File: config.mk
export PLATFORM = sky130hd
export DESIGN_NAME = maea_div
export DESIGN_NICKNAME = d
export VERILOG_FILES = /design/src/matting_alpha_estimator_unit_defines.svh /design/src/maea_div.sv
export SDC_FILE = /design/constraint.sdc
export NUM_CORES = 2
export LEC_CHECK = 0
export ABC_AREA = 1
export BUFFER_PORTS_ARGS = -buffer_cell sky130_fd_sc_hd__buf_2
export CAP_MARGIN = 20
export CORE_MARGIN = 2
export CORE_UTILIZATION = 52
export CTS_CLUSTER_SIZE = 12
export DETAILED_ROUTE_END_ITERATION = 8
export GPL_TIMING_DRIVEN = 0
export PLACE_DENSITY = 0.76
export SLEW_MARGIN = 5
export SYNTH_ARGS = -nofsm -noshare
export SYNTH_HDL_FRONTEND = slang
export SYNTH_SLANG_ARGS = --single-unit
File: constraint.sdc
create_clock -name clk_i -period 7.9 [get_ports clk_i]
set_input_delay 0.395 -clock clk_i [delete_from_list [all_inputs] [get_ports clk_i]]
set_output_delay 0.395 -clock clk_i [all_outputs]
set_load 0.005 [all_outputs]
File: src/matting_alpha_estimator_unit_defines.svh
// Assertion macros for the matting alpha estimator.
// Depends on clk_i and rst_ni in the module that uses them.
`ifndef MATTING_ALPHA_ESTIMATOR_UNIT_DEFINES_SVH
`define MATTING_ALPHA_ESTIMATOR_UNIT_DEFINES_SVH

// same-cycle implication, checked out of reset
`define MAEA_ASSERT_IMPL(lbl, ante, cons, msg) \
  lbl: assert property (@(posedge clk_i) disable iff (!rst_ni) (ante) |-> (cons)) \
    else $error(msg);

// next-cycle implication, checked out of reset
`define MAEA_ASSERT_NEXT(lbl, ante, cons, msg) \
  lbl: assert property (@(posedge clk_i) disable iff (!rst_ni) (ante) |=> (cons)) \
    else $error(msg);

`endif

File: src/maea_div.sv
// Pipelined restoring divider, one quotient bit per stage, shared denominator.
// Caller guarantees each quotient fits in QW bits. Standalone, no package use.
module maea_div #(
  parameter int unsigned LANES = 3,
  parameter int unsigned NW = 26,
  parameter int unsigned DW = 18,
  parameter int unsigned QW = 9,
  parameter int unsigned SW = 8
) (
  input  logic                        clk_i,
  input  logic                        rst_ni,
  input  logic                        in_valid_i,
  output logic                        in_ready_o,
  input  logic [LANES-1:0][NW-1:0]    num_i,
  input  logic [DW-1:0]               den_i,
  input  logic [SW-1:0]               side_i,
  output logic                        out_valid_o,
  input  logic                        out_ready_i,
  output logic [LANES-1:0][QW-1:0]    quot_o,
  output logic [SW-1:0]               side_o
);
  localparam int unsigned XW = NW + QW;

  logic [QW-1:0]                     v_q;
  logic [QW:0]                       en;
  logic [QW-1:0][LANES-1:0][NW-1:0]  r_q, r_d;
  logic [QW-1:0][LANES-1:0][QW-1:0]  q_q, q_d;
  logic [QW-1:0][DW-1:0]             d_q;
  logic [QW-1:0][SW-1:0]             s_q;

  assign en[QW] = out_ready_i;

  for (genvar s = 0; s < QW; s++) begin : g_stage
    localparam int unsigned K = QW - 1 - s;
    logic                       v_in;
    logic [LANES-1:0][NW-1:0]   r_in;
    logic [LANES-1:0][QW-1:0]   q_in;
    logic [DW-1:0]              d_in;
    logic [SW-1:0]              s_in;

    if (s == 0) begin : g_first
      assign v_in = in_valid_i;
      assign r_in = num_i;
      assign q_in = '0;
      assign d_in = den_i;
      assign s_in = side_i;
    end else begin : g_next
      assign v_in = v_q[s-1];
      assign r_in = r_q[s-1];
      assign q_in = q_q[s-1];
      assign d_in = d_q[s-1];
      assign s_in = s_q[s-1];
    end

    assign en[s] = !v_q[s] || en[s+1];

    always_comb begin
      logic [XW-1:0] dsh;
      logic          ge;
      dsh = XW'(d_in) << K;
      for (int l = 0; l < LANES; l++) begin
        ge = XW'(r_in[l]) >= dsh;
        r_d[s][l] = ge ? NW'(XW'(r_in[l]) - dsh) : r_in[l];
        q_d[s][l] = q_in[l];
        q_d[s][l][K] = ge;
      end
    end

    always_ff @(posedge clk_i or negedge rst_ni) begin
      if (!rst_ni) begin
        v_q[s] <= 1'b0;
      end else if (en[s]) begin
        v_q[s] <= v_in;
      end
    end

    always_ff @(posedge clk_i) begin
      if (en[s] && v_in) begin
        r_q[s] <= r_d[s];
        q_q[s] <= q_d[s];
        d_q[s] <= d_in;
        s_q[s] <= s_in;
      end
    end
  end

  assign in_ready_o = en[0];
  assign out_valid_o = v_q[QW-1];
  assign quot_o = q_q[QW-1];
  assign side_o = s_q[QW-1];
endmodule

==> reports/metrics.cfg <==
[grt]
grt_pass1_wl_mm = 339
grt_overflow = 0
grt_max_degree = 101
first_global_vias = 60600
antenna_found_initial = 1
use_met3_pct = 2.66
use_met2_pct = 59.8
top_usage_layer = met2
grt_usage_pct = 31.7
met1_usage_pct = 32.8

[floorplan]
fp-row-count = 135
dieHeight_um = 375
die_area_um2 = 140000
fp.coreArea_um2 = 136000
start_util_pct = 52.6
ios = 145
die_w_um = 375

[route]
wl_mm = 224
post_drt_wl_per_cell_um = 18.8
first_pass_iters = 6
first_iter_violations = 4210
vias = 61600
viasPerCell = 5.18
drt.antenna.violating_nets = 0
drc = 0

[clocking]
numCtsBuffers = 108
cts_resized = 0
clock_path_buffers = 3
clk_pin_slew_ps = 60
clkLatencyLatePin_ps = 770
clock-sinks = 984
cts-root-buf = clkbuf_16
cts_tree = done
htreeDepth = 3

[sta]
finalCritPeriodShare_pct = 42.9
worstMarginPinSlew_ps = 860
fmax_mhz = 295
setup_viol = 0
maxSlewViolCount = 0
fin_crit_ps = 3390
hold_viol_final = 0
rsz0062_at_grt = false
fin_worst_skew_ps = 77.2
tns_ps = 0
slew_headroom_pct = 42.6

[setup_path]
critPathLaunchType = register
path_cells = inv_1 > nor2_1 > nand3_1 > nor2_1 > inv_1 > nor2_1 > nand4_1 > inv_1 > nand2_1 > buf_2
crit_fanout = 4
worst_setup_path_end_kind = output pin
path_class = reg2out
crit_slowest_cell = dfrtp_1
slowest_delay_ps = 350
cp.required_ps = 7510
critical_path_arrival_ps = 2990

[run_status]
status = finished clean

[logic_synthesis]
yosys.cell_types.count = 46
syn_area_um2 = 71400
synth.net_count = 10300
synth_area_leaders = edfxtp_1 41%, nand2_1 21%, ha_1 8.5%
synthCells = 9663
ys_seq_elements = 984
synth_edf_count = 975
synth_area_leader_cell = edfxtp_1
synth_top_area_share_pct = 41.0
yosysWarnings = 0
synthArstFlopShare_pct = 0.915
ys.flop_type = edfxtp_1
synth_area_per_cell_um2 = 7.39
synth_seq_area_share_pct = 41.3

[cells_and_area]
diodes = 0
drive_gt1_share_pct = 6.04
area_growth_pct = 11.2
layout.cells.non_filler = 11900
nNetsFinal = 10600
fillCellCount = 12800

[place]
place_congestion = 1.01
placed_cells = 11600
hpwl_mm = 187
port_buffers = 144

[power]
power_uw = 28600
p_per_area_nw_per_um2 = 361
max-vdd-ir-drop_mv = 0.346
p_leak_uw = 0.0394

[min_path]
worst_hold_path_type = in2reg

[job]
drv_cap = 0

## final cells by class
cell class	instances	area [um2]	area share, %
tap	1781	2230	2.81
buffer	86	753	0.949
timing repair buffer	258	2110	2.66
sequential	984	29500	37.2
clock buffer	139	2840	3.58
inverter	1627	6130	7.72
clock inverter	54	739	0.932
multi-input combinational	6966	35100	44.2
## worst max-delay path: cells and delay by family, from the launching register on
family	cells	cell delay (ps)
AND/OR/NAND/NOR	6	1330
buffers and inverters	4	530
flip-flops	1	350
## layout by cell type, fill, tap and decap left out, drive strengths merged, types with 24 or more instances in the layout
master,synthesis,routed
nand2,3946,3946
inv,1627,1630
edfxtp,975,975
nor2,779,779
nand3,627,627
ha,486,486
a21oi,367,367
buf,86,250
xor2,193,193
clkbuf,0,139
nand3b,123,123
nand4,122,122
o21ai,99,99
dlygate4sd3,0,94
nor3,72,72
clkinv,0,36
o21bai,30,30
fa,24,24
or2,24,24
## per-stage QoR
step           setup slack (ps)  hold WS [ps]  area [um2]  utilization (%)
3_3_place_gp              -1450           248       74400             54.7
2_1_floorplan              1210          99.4       71400                -
5_1_grt                    4210          53.0       79400             58.5
4_1_cts                    4490          2.78       79400             58.5
3_5_place_dp               4750           259       74900             55.1
6_report                   4510          46.0       79400             58.5
## layer usage
metal	part of all wire (%)	vias up
met5	0	-
met2	52	1536
met3	3.3	560
li1	-	31500
met4	8.2	0
met1	37	28000
## registers in the layout, summed over array words and instances, names as in the netlist
| register | count |
|---|---|
| side_o | 8 |
| quot_o | 27 |
| out_valid_o | 1 |
| g_stage.r_in | 624 |
| g_stage.s_in | 64 |
| g_stage.d_in | 144 |
| g_stage.v_in | 8 |
| g_stage.q_in | 108 |
## synth_stat cells (all sizes together) (9+ instances only)
cell type / n
nand2: 3946
inv: 1627
edfxtp: 975
nor2: 779
nand3: 627
ha: 486
a21oi: 367
xor2: 193
nand3b: 123
nand4: 122
o21ai: 99
buf: 86
nor3: 72
o21bai: 30
fa: 24
or2: 24
and2: 23
xnor2: 22
nor4: 12
dfrtp: 9
## cell families (layout without fill, tap and decap cells)
family                     count (synthesis)  after routing  synth area share, %
xor gates and xnor gates                 215            215                 2.64
AOI/OAI and AO/OA                        511            511                 4.19
and+or+nand+nor                         5730           5730                 33.0
DFF                                      984            984                 41.3
buffers and inverters                   1713           2164                 9.62
adders and majority gates                510            510                 9.19
## where the power goes
part	switching, uW	total, uW	leakage [uW]	internal [uW]
Combinational	9520	14300	0.0281	4770
Sequential	1030	9240	0.00952	8210
Clock	2170	5090	0.00171	2920
Total	12700	28600	0.0394	15900
## path summary, 6_finish.rpt
path,end,slack (ps),startpoint,cells past startpoint
worst max-delay path,in_ready_o,4510,out_valid_o$_DFFE_PN0P_,10
max in group asynchronous,g_stage[2].v_in$_DFFE_PN0P_,6950,rst_ni,3
worst min-delay path,g_stage[1].r_in[8]$_DFFE_PP_,50,num_i[8],3
min in group asynchronous,out_valid_o$_DFFE_PN0P_,640,rst_ni,3
worst max register to register,g_stage[1].r_in[52]$_DFFE_PP_,4710,out_valid_o$_DFFE_PN0P_,12
worst min register to register,g_stage[5].q_in[23]$_DFFE_PP_,410,g_stage[4].q_in[23]$_DFFE_PP_,0
## timing repair
item	4_1_cts	5_1_grt
buffers inserted	0	0
hold buffers	94	0
setup endpoints to repair	0	0
endpoints found under the hold margin	103	0
(Power assumes the default switching activity.)
